### src/rtl/double_ended_queue_defines.svh
// assertion macros for the double-ended queue rtl, used by deq_back
`ifndef DOUBLE_ENDED_QUEUE_DEFINES_SVH
`define DOUBLE_ENDED_QUEUE_DEFINES_SVH
`ifndef SYNTH
`define DEQ_ASSERT(lbl, prop, msg) \
	lbl: assert property (@(posedge clk) disable iff (!arst_n) prop) else $error(msg);
`define DEQ_ASSERT_ALWAYS(lbl, prop, msg) \
	lbl: assert property (@(posedge clk) prop) else $error(msg);
`else
`define DEQ_ASSERT(lbl, prop, msg)
`define DEQ_ASSERT_ALWAYS(lbl, prop, msg)
`endif
`endif

### src/rtl/deq_pkg.sv
// types and constants shared by the double-ended queue modules
package deq_pkg;
	localparam int DATA_W = 32;
	localparam int CMD_W = 3;

	localparam logic [CMD_W-1:0] CMD_PUSH_FRONT = 3'd0;
	localparam logic [CMD_W-1:0] CMD_PUSH_BACK  = 3'd1;
	localparam logic [CMD_W-1:0] CMD_POP_FRONT  = 3'd2;
	localparam logic [CMD_W-1:0] CMD_POP_BACK   = 3'd3;
	localparam logic [CMD_W-1:0] CMD_DUMP       = 3'd4;

	localparam int CMDQ_DEPTH = 2;
	localparam int OUTQ_DEPTH = 3;

	typedef enum logic [2:0] {
		OP_PUSH_FRONT,
		OP_PUSH_BACK,
		OP_POP_FRONT,
		OP_POP_BACK,
		OP_DUMP
	} op_t;

	typedef enum logic [1:0] {
		ST_OK    = 2'd0,
		ST_EMPTY = 2'd1,
		ST_FULL  = 2'd2
	} status_t;

	typedef enum logic {
		BK_CMD,
		BK_DUMP
	} bk_state_t;

	typedef struct packed {
		op_t                      op;
		logic signed [DATA_W-1:0] value;
	} cmd_item_t;

	typedef struct packed {
		logic signed [DATA_W-1:0] entry_value;
		status_t                  status;
		logic                     last;
	} result_t;
endpackage

### src/rtl/deq_front.sv
// input side: takes items and decodes the command into an operation
module deq_front (
	input  logic                               s_tvalid,
	output logic                               s_tready,
	input  logic [deq_pkg::CMD_W-1:0]          s_tuser,
	input  logic signed [deq_pkg::DATA_W-1:0]  s_tdata,
	input  logic                               q_full,
	output logic                               enq,
	output deq_pkg::cmd_item_t                 enq_item
);
	logic known;

	always_comb begin
		known = 1'b1;
		enq_item.op = deq_pkg::OP_PUSH_FRONT;
		enq_item.value = s_tdata;
		unique case (s_tuser)
			deq_pkg::CMD_PUSH_FRONT: enq_item.op = deq_pkg::OP_PUSH_FRONT;
			deq_pkg::CMD_PUSH_BACK:  enq_item.op = deq_pkg::OP_PUSH_BACK;
			deq_pkg::CMD_POP_FRONT:  enq_item.op = deq_pkg::OP_POP_FRONT;
			deq_pkg::CMD_POP_BACK:   enq_item.op = deq_pkg::OP_POP_BACK;
			deq_pkg::CMD_DUMP:       enq_item.op = deq_pkg::OP_DUMP;
			default:                 known = 1'b0;
		endcase
	end

	// unknown commands are taken and dropped here
	assign s_tready = !q_full;
	assign enq = s_tvalid && !q_full && known;
endmodule

### src/rtl/deq_cmdq.sv
// short command queue between the decode side and the execute side
module deq_cmdq (
	input  logic               clk,
	input  logic               arst_n,
	input  logic               push,
	input  deq_pkg::cmd_item_t push_item,
	output logic               full,
	input  logic               pop,
	output logic               not_empty,
	output deq_pkg::cmd_item_t head
);
	localparam int PTR_W = $clog2(deq_pkg::CMDQ_DEPTH);
	localparam int CNT_W = $clog2(deq_pkg::CMDQ_DEPTH + 1);
	localparam logic [PTR_W-1:0] LAST_PTR = PTR_W'(deq_pkg::CMDQ_DEPTH - 1);
	localparam logic [CNT_W-1:0] FULL_CNT = CNT_W'(deq_pkg::CMDQ_DEPTH);

	deq_pkg::cmd_item_t slot_q [deq_pkg::CMDQ_DEPTH];
	logic [PTR_W-1:0] wr_ptr_q;
	logic [PTR_W-1:0] rd_ptr_q;
	logic [CNT_W-1:0] cnt_q;

	assign full = cnt_q == FULL_CNT;
	assign not_empty = cnt_q != '0;
	assign head = slot_q[rd_ptr_q];

	always_ff @(posedge clk) begin
		if (push) begin
			slot_q[wr_ptr_q] <= push_item;
		end
	end

	always_ff @(posedge clk or negedge arst_n) begin
		if (!arst_n) begin
			wr_ptr_q <= '0;
			rd_ptr_q <= '0;
			cnt_q <= '0;
		end else begin
			if (push) begin
				wr_ptr_q <= (wr_ptr_q == LAST_PTR) ? '0 : wr_ptr_q + 1'b1;
			end
			if (pop) begin
				rd_ptr_q <= (rd_ptr_q == LAST_PTR) ? '0 : rd_ptr_q + 1'b1;
			end
			unique case ({push, pop})
				2'b10:   cnt_q <= cnt_q + 1'b1;
				2'b01:   cnt_q <= cnt_q - 1'b1;
				default: cnt_q <= cnt_q;
			endcase
		end
	end
endmodule

### src/rtl/deq_back.sv
// execute side: ring store, front index and count, dump sequencer, result queue
`include "double_ended_queue_defines.svh"
module deq_back #(
	parameter int DEPTH = 16
) (
	input  logic               clk,
	input  logic               arst_n,
	input  logic               q_valid,
	input  deq_pkg::cmd_item_t q_item,
	output logic               q_pop,
	output logic               m_valid,
	input  logic               m_ready,
	output deq_pkg::result_t   m_item
);
	localparam int IDX_W = $clog2(DEPTH);
	localparam int CNT_W = $clog2(DEPTH + 1);
	localparam logic [IDX_W-1:0] LAST_IDX = IDX_W'(DEPTH - 1);
	localparam logic [CNT_W-1:0] FULL_CNT = CNT_W'(DEPTH);
	localparam logic [CNT_W-1:0] ONE_CNT = CNT_W'(1);
	localparam logic [IDX_W:0] DEPTH_W = (IDX_W + 1)'(DEPTH);
	localparam int OQ_PTR_W = $clog2(deq_pkg::OUTQ_DEPTH);
	localparam int OQ_CNT_W = $clog2(deq_pkg::OUTQ_DEPTH + 1);
	localparam logic [OQ_PTR_W-1:0] OQ_LAST = OQ_PTR_W'(deq_pkg::OUTQ_DEPTH - 1);
	localparam logic [OQ_CNT_W-1:0] OQ_FULL = OQ_CNT_W'(deq_pkg::OUTQ_DEPTH);
	localparam logic [OQ_CNT_W:0] OQ_LIMIT = (OQ_CNT_W + 1)'(deq_pkg::OUTQ_DEPTH);

	deq_pkg::bk_state_t state_q, state_next;

	logic [deq_pkg::DATA_W-1:0] ring_q [DEPTH];
	logic [IDX_W-1:0] front_q;
	logic [CNT_W-1:0] count_q;
	logic [IDX_W-1:0] dump_addr_q;
	logic [CNT_W-1:0] dump_left_q;

	logic                  valid_s1;
	deq_pkg::status_t      status_s1;
	logic                  last_s1;
	logic                  is_mem_s1;
	logic [deq_pkg::DATA_W-1:0] rd_data_s1;

	deq_pkg::result_t      oq_q [deq_pkg::OUTQ_DEPTH];
	logic [OQ_PTR_W-1:0]   oq_wr_q;
	logic [OQ_PTR_W-1:0]   oq_rd_q;
	logic [OQ_CNT_W-1:0]   oq_cnt_q;

	logic             full;
	logic             empty;
	logic             room;
	logic [IDX_W-1:0] front_dec;
	logic [IDX_W-1:0] front_inc;
	logic [IDX_W-1:0] dump_addr_inc;
	logic [IDX_W:0]   back_sum;
	logic [IDX_W-1:0] back_idx;

	logic             issue;
	logic             wr_en;
	logic [IDX_W-1:0] wr_addr;
	logic             rd_en;
	logic [IDX_W-1:0] rd_addr;
	deq_pkg::status_t res_status;
	logic             res_last;
	logic             oq_pop;
	deq_pkg::result_t oq_entry;

	assign full = count_q == FULL_CNT;
	assign empty = count_q == '0;
	assign front_dec = (front_q == '0) ? LAST_IDX : front_q - 1'b1;
	assign front_inc = (front_q == LAST_IDX) ? '0 : front_q + 1'b1;
	assign dump_addr_inc = (dump_addr_q == LAST_IDX) ? '0 : dump_addr_q + 1'b1;
	// front plus count stays below twice the depth, one subtract wraps it
	assign back_sum = (IDX_W + 1)'(front_q) + (IDX_W + 1)'(count_q);
	assign back_idx = (back_sum >= DEPTH_W) ? IDX_W'(back_sum - DEPTH_W) : IDX_W'(back_sum);
	// result queue slots not yet spoken for, counting the one in flight
	assign room = ((OQ_CNT_W + 1)'(oq_cnt_q) + (OQ_CNT_W + 1)'(valid_s1)) < OQ_LIMIT;

	// next state
	always_comb begin
		state_next = state_q;
		unique case (state_q)
			deq_pkg::BK_CMD: begin
				if (issue && q_item.op == deq_pkg::OP_DUMP && !empty && count_q != ONE_CNT) begin
					state_next = deq_pkg::BK_DUMP;
				end
			end
			deq_pkg::BK_DUMP: begin
				if (issue && dump_left_q == ONE_CNT) begin
					state_next = deq_pkg::BK_CMD;
				end
			end
			default: state_next = deq_pkg::BK_CMD;
		endcase
	end

	// outputs of the sequencer
	always_comb begin
		issue = 1'b0;
		q_pop = 1'b0;
		wr_en = 1'b0;
		wr_addr = back_idx;
		rd_en = 1'b0;
		rd_addr = front_q;
		res_status = deq_pkg::ST_OK;
		res_last = 1'b1;
		unique case (state_q)
			deq_pkg::BK_CMD: begin
				if (q_valid && room) begin
					issue = 1'b1;
					q_pop = 1'b1;
					unique case (q_item.op)
						deq_pkg::OP_PUSH_FRONT: begin
							if (full) begin
								res_status = deq_pkg::ST_FULL;
							end else begin
								wr_en = 1'b1;
								wr_addr = front_dec;
							end
						end
						deq_pkg::OP_PUSH_BACK: begin
							if (full) begin
								res_status = deq_pkg::ST_FULL;
							end else begin
								wr_en = 1'b1;
							end
						end
						deq_pkg::OP_POP_FRONT, deq_pkg::OP_POP_BACK: begin
							if (empty) begin
								res_status = deq_pkg::ST_EMPTY;
							end
						end
						deq_pkg::OP_DUMP: begin
							if (empty) begin
								res_status = deq_pkg::ST_EMPTY;
							end else begin
								rd_en = 1'b1;
								res_last = count_q == ONE_CNT;
							end
						end
						default: ;
					endcase
				end
			end
			deq_pkg::BK_DUMP: begin
				if (room) begin
					issue = 1'b1;
					rd_en = 1'b1;
					rd_addr = dump_addr_q;
					res_last = dump_left_q == ONE_CNT;
				end
			end
			default: ;
		endcase
	end

	always_ff @(posedge clk) begin
		if (wr_en) begin
			ring_q[wr_addr] <= q_item.value;
		end
		if (rd_en) begin
			rd_data_s1 <= ring_q[rd_addr];
		end
	end

	always_ff @(posedge clk or negedge arst_n) begin
		if (!arst_n) begin
			state_q <= deq_pkg::BK_CMD;
			front_q <= '0;
			count_q <= '0;
			dump_addr_q <= '0;
			dump_left_q <= '0;
		end else begin
			state_q <= state_next;
			if (issue && state_q == deq_pkg::BK_CMD) begin
				unique case (q_item.op)
					deq_pkg::OP_PUSH_FRONT: begin
						if (!full) begin
							front_q <= front_dec;
							count_q <= count_q + 1'b1;
						end
					end
					deq_pkg::OP_PUSH_BACK: begin
						if (!full) begin
							count_q <= count_q + 1'b1;
						end
					end
					deq_pkg::OP_POP_FRONT: begin
						if (!empty) begin
							front_q <= front_inc;
							count_q <= count_q - 1'b1;
						end
					end
					deq_pkg::OP_POP_BACK: begin
						if (!empty) begin
							count_q <= count_q - 1'b1;
						end
					end
					deq_pkg::OP_DUMP: begin
						dump_addr_q <= front_inc;
						dump_left_q <= count_q - 1'b1;
					end
					default: ;
				endcase
			end else if (issue) begin
				dump_addr_q <= dump_addr_inc;
				dump_left_q <= dump_left_q - 1'b1;
			end
		end
	end

	// stage 1 waits for the ring read data
	always_ff @(posedge clk) begin
		if (issue) begin
			status_s1 <= res_status;
			last_s1 <= res_last;
			is_mem_s1 <= rd_en;
		end
	end

	always_ff @(posedge clk or negedge arst_n) begin
		if (!arst_n) begin
			valid_s1 <= 1'b0;
		end else begin
			valid_s1 <= issue;
		end
	end

	// result queue
	assign oq_entry.entry_value = is_mem_s1 ? rd_data_s1 : '0;
	assign oq_entry.status = status_s1;
	assign oq_entry.last = last_s1;
	assign m_valid = oq_cnt_q != '0;
	assign m_item = oq_q[oq_rd_q];
	assign oq_pop = m_valid && m_ready;

	always_ff @(posedge clk) begin
		if (valid_s1) begin
			oq_q[oq_wr_q] <= oq_entry;
		end
	end

	always_ff @(posedge clk or negedge arst_n) begin
		if (!arst_n) begin
			oq_wr_q <= '0;
			oq_rd_q <= '0;
			oq_cnt_q <= '0;
		end else begin
			if (valid_s1) begin
				oq_wr_q <= (oq_wr_q == OQ_LAST) ? '0 : oq_wr_q + 1'b1;
			end
			if (oq_pop) begin
				oq_rd_q <= (oq_rd_q == OQ_LAST) ? '0 : oq_rd_q + 1'b1;
			end
			unique case ({valid_s1, oq_pop})
				2'b10:   oq_cnt_q <= oq_cnt_q + 1'b1;
				2'b01:   oq_cnt_q <= oq_cnt_q - 1'b1;
				default: oq_cnt_q <= oq_cnt_q;
			endcase
		end
	end

	`DEQ_ASSERT(a_oq_no_overflow, valid_s1 |-> oq_cnt_q != OQ_FULL, "result queue overflow")
	`DEQ_ASSERT_ALWAYS(a_count_range, !arst_n || count_q <= FULL_CNT, "entry count beyond depth")
	`DEQ_ASSERT(a_dump_left, state_q == deq_pkg::BK_DUMP |-> dump_left_q != '0 && dump_left_q < count_q, "dump counter out of range")
	`DEQ_ASSERT(a_push_counts, issue && wr_en |=> count_q == $past(count_q) + 1'b1, "push did not grow the count")
endmodule

### src/rtl/double_ended_queue.sv
// Double-ended queue of signed 32-bit values in a ring store of DEPTH entries. A push at
// either end, a pop at either end or a status-only answer needs no extra sequencer state,
// so such commands flow at one item per cycle while the result queue has room; a dump
// reads the stored entries in turn through the single read port of the ring store and
// gives one result per stored entry, with tlast on the final one. Pushes, pops and a dump
// of an empty queue give exactly one result with tlast set. A command is decoded on entry
// and waits in a two-entry command queue; with both queues empty its first result passes
// through the command queue, the read stage and the result queue before it is offered. A
// three-entry result queue decouples the output from the execute side. Unknown command
// codes are taken and produce no result. The store needs no clearing after reset.
module double_ended_queue #(
	parameter int DEPTH = 16
) (
	input  logic                               clk,
	input  logic                               arst_n,
	input  logic                               s_tvalid,
	output logic                               s_tready,
	input  logic signed [deq_pkg::DATA_W-1:0]  s_tdata,  // value
	input  logic [deq_pkg::CMD_W-1:0]          s_tuser,  // cmd
	output logic                               m_tvalid,
	input  logic                               m_tready,
	output logic signed [deq_pkg::DATA_W-1:0]  m_tdata,  // entry_value
	output logic [1:0]                         m_tuser,  // status
	output logic                               m_tlast
);
	logic               q_full;
	logic               enq;
	deq_pkg::cmd_item_t enq_item;
	logic               q_pop;
	logic               q_valid;
	deq_pkg::cmd_item_t q_head;
	deq_pkg::result_t   res;

	deq_front u_front (
		.s_tvalid (s_tvalid),
		.s_tready (s_tready),
		.s_tuser  (s_tuser),
		.s_tdata  (s_tdata),
		.q_full   (q_full),
		.enq      (enq),
		.enq_item (enq_item)
	);

	deq_cmdq u_cmdq (
		.clk       (clk),
		.arst_n    (arst_n),
		.push      (enq),
		.push_item (enq_item),
		.full      (q_full),
		.pop       (q_pop),
		.not_empty (q_valid),
		.head      (q_head)
	);

	deq_back #(
		.DEPTH (DEPTH)
	) u_back (
		.clk     (clk),
		.arst_n  (arst_n),
		.q_valid (q_valid),
		.q_item  (q_head),
		.q_pop   (q_pop),
		.m_valid (m_tvalid),
		.m_ready (m_tready),
		.m_item  (res)
	);

	assign m_tdata = res.entry_value;
	assign m_tuser = res.status;
	assign m_tlast = res.last;
endmodule

### config.mk
export PLATFORM = sky130hd
export DESIGN_NAME = double_ended_queue
export DESIGN_NICKNAME = d
export VERILOG_FILES = /design/src/rtl/deq_pkg.sv /design/src/rtl/deq_front.sv /design/src/rtl/deq_cmdq.sv /design/src/rtl/deq_back.sv /design/src/rtl/double_ended_queue.sv
export VERILOG_INCLUDE_DIRS = /design/src /design/src/rtl
export SDC_FILE = /design/constraint.sdc
export NUM_CORES = 1
export LEC_CHECK = 0
export BUFFER_PORTS_ARGS = -buffer_cell sky130_fd_sc_hd__buf_4
export CAP_MARGIN = 20
export CORE_MARGIN = 4
export CORE_UTILIZATION = 60
export DETAILED_ROUTE_END_ITERATION = 8
export GPL_ROUTABILITY_DRIVEN = 0
export PLACE_DENSITY_LB_ADDON = 0.08
export SLEW_MARGIN = 20
export SYNTH_ARGS = -nofsm -noshare
export SYNTH_HDL_FRONTEND = slang
export SYNTH_SLANG_ARGS = --single-unit
### constraint.sdc
create_clock -name clk -period 5.21 [get_ports clk]
set_input_delay 0.7815 -clock clk [delete_from_list [all_inputs] [get_ports clk]]
set_output_delay 0.7815 -clock clk [all_outputs]
set_load 0.01 [all_outputs]
==> results.md <==
- Status: complete, no violations
- Port Buffer Count: 75
- Top Metal Used: met4
- Post-synth EDFFs: 723
- Power per standard cell area: 700.8 nW/um2
- Share of cells above drive strength 1: 14.05%
- Post-DRT Antenna Nets: 0
- Req. time, crit path: 5.50 ns
- Final wirelength: 73460 um
- Final hold vios: 0
- Vias in the first global route: 18420
- Slew @ Worst Pin: 1.122 ns
- Global-route wire length before repair: 110900 um
- Final WS setup: 1.206 ns
- Max Fclk: 0.2498 GHz
- Reg area: 22470 um2
- DRC Markers: 0
- Synth top area share: 70.92%
- Final-stage net count: 2221
- WL/cell: 25.38 um
- Filler instances: 3449
- Net Count, Synth: 2187
- Core area: 50270 um2
- Yosys warnings: 0
- Mapped Avg Cell Area: 14.37 um2
- Hold Path Class: input pin to async pin
- Setup TNS: 0 ns
- Finished Core Util: 68.32%
- WP data arrival: 4.29 ns
- Setup crit end kind: flop
- Final worst path period share: 76.84%
- Commonest non-fill, non-tap cells in the layout: 723 x edfxtp_1, 187 x nand2_1, 183 x o21ai_0
- Cell total after placement: 2757
- Met2 wire length: 35110 um
- Top Ports: 76
- Max_slew headroom: 25.01%
- P_leak: 11.43 nW
- WS Path Type: flop to flop
- Clk_skew: 0.01590 ns
- H-tree Lvls: 3
- CTS hold repair buffers: 0
- Clock Latency Late Sink: 0.61 ns
- HPWL after DPL: 42560 um
- Commonest non-fill, non-tap cell in the layout: edfxtp_1
- Ys async rst share: 3.984%
- Clock Root Buffer: clkbuf_16
- DR WL met3: 6966 um
- Final instance area: 34340 um2
- Yosys top cell by area: edfxtp_1
- Clock buffer depth: 3
- Area contributors post-synth: edfxtp_1 71%, nand4_1 3.1%, o21ai_0 3.0%
- Post-Layout Cell Count: 2894
- Initial Utilization: 60.89%
- DR vias: 18800
- Multi-input logic area: 7586 um2
- RSZ-0062 raised after global routing: no
- Largest net degree at the start of global routing: 129
- Fin crit period: 4.004 ns
- Via/cell ratio: 6.494
- Clock transition at path regs: 0.06 ns
- Dpl ws: 1.273 ns
- CTS tree: built
- Placed inst area: 31970 um2
- # setup viols final: 0
- GRT Residual Overflow: 0
- Register area share after synthesis: 73.38%
- Initial antenna violation count: 1
- Worst setup SP type: flop
- GRT Total Usage: 27.04%
- Die width: 233.9 um
- Die area: 54700 um2
- Met1 WL: 29270 um
- Die Ht: 233.9 um
- Setup Buffers After CTS: 0
- Synth Cell Area: 30610 um2
- Num CTS Buffers: 73
- Distinct cells, synth: 62
- Layout Area Growth over Synthesis: 12.19%
- Standard-cell rows: 82
- Synth Flop Type: edfxtp_1
- IR drop worst, VDD: 0.0007037 V
- Critical path fanouts, max: 19
- Worst R2R Setup Slack: 1.21 ns
- Synth Instances: 2131
- Max-cap viol count: 0
- Final slew viol count: 0
- Clock Sinks: 753
- DRT Pass-1 Iters: 6
- Post-cts resize count: 0
- Yosys reg bits: 753
- Initial DRC Count: 2336
where the power goes:
part / switching, mW / total (mW) / internal (mW) / leakage (nW)
logic: 7.05 / 10.1 / 3.07 / 3.38
registers: 0.581 / 8.88 / 8.30 / 6.93
clock network: 2.16 / 5.07 / 2.91 / 1.12
cell usage after synthesis (all sizes together) (2+ instances only):
library cell	n
a311o	64
a31oi	38
a21o	6
buf	68
and2	34
nor3	13
nand3	154
nor2b	3
inv	18
nand2b	5
xor2	8
nor3b	5
mux2i	42
nand3b	2
a21oi	22
a22oi	3
and3	67
xnor2	16
clkbuf	102
or2	4
mux2	33
ha	16
dfrtp	30
edfxtp	723
a32oi	2
a211oi	65
nand4	150
o21ai	189
nand2	191
nor2	42
critical path, cell delays in order, from the launching register on:
cell and delay, ns:
dfrtp_1 0.42, ha_1 0.22, ha_1 0.30, a21oi_2 0.45, o2111a_1 0.37, and2_1 0.42, a32oi_1 0.41, nor2_4 0.70
buf_4 0.39
state kept, by name, indices dropped and copies added, names as in the netlist, 4 cells and up:
signal / flops
u_back.dump_addr_q: 4
u_back.ring_q: 512
u_back.front_q: 4
u_back.rd_data_s1: 32
u_back.dump_left_q: 5
u_back.oq_q: 105
u_back.count_q: 5
u_cmdq.slot_q: 70
worst paths after layout:
kind,cells past startpoint,end,start
setup / recovery,8,u_back.ring_q[15][15],u_back.oq_cnt_q[0]
hold / removal,1,u_back.dump_left_q[3],arst_n
setup reg to reg,8,u_back.ring_q[15][15],u_back.oq_cnt_q[0]
hold reg to reg,0,u_back.oq_q[2][0],u_back.last_s1
max in group asynchronous,1,u_back.oq_rd_q[1],arst_n
min in group clk,1,u_cmdq.slot_q[1][16],s_tdata[16]
routing by layer:
layer	vias up	global-route usage, %
met2	897	43.47
met4	0	9.395
li1	8414	-
met1	9345	36.90
met3	139	6.305
met5	-	0
logic make-up after synthesis:
group	share of synthesized area [%]
flops	73.38
simple gates	11.29
compound gates	8.661
buf+inv	2.665
mux	2.600
xor+xnor	0.6867
fa+ha+maj	0.7194
through the flow:
stage	hold WS [ns]	power [mW]
CTS	0.1126	23.99
floorplan	0.4401	15.38
global placement	0.4481	18.66
global route	0.1457	25.29
finish	0.1241	24.07
detailed placement	0.4548	18.93
final cells by class:
| type | count | share of cell area, % |
|---|---|---|
| sequential | 753 | 65.41 |
| multi-input combinational | 1190 | 22.09 |
| clock buffer | 92 | 5.803 |
| timing repair buffer | 129 | 3.199 |
| tap | 672 | 2.448 |
| clock inverter | 39 | 0.8452 |
| inverter | 18 | 0.1967 |
| antenna | 1 | 0.007286 |
Note: power is estimated with default switching activity, not from simulation.
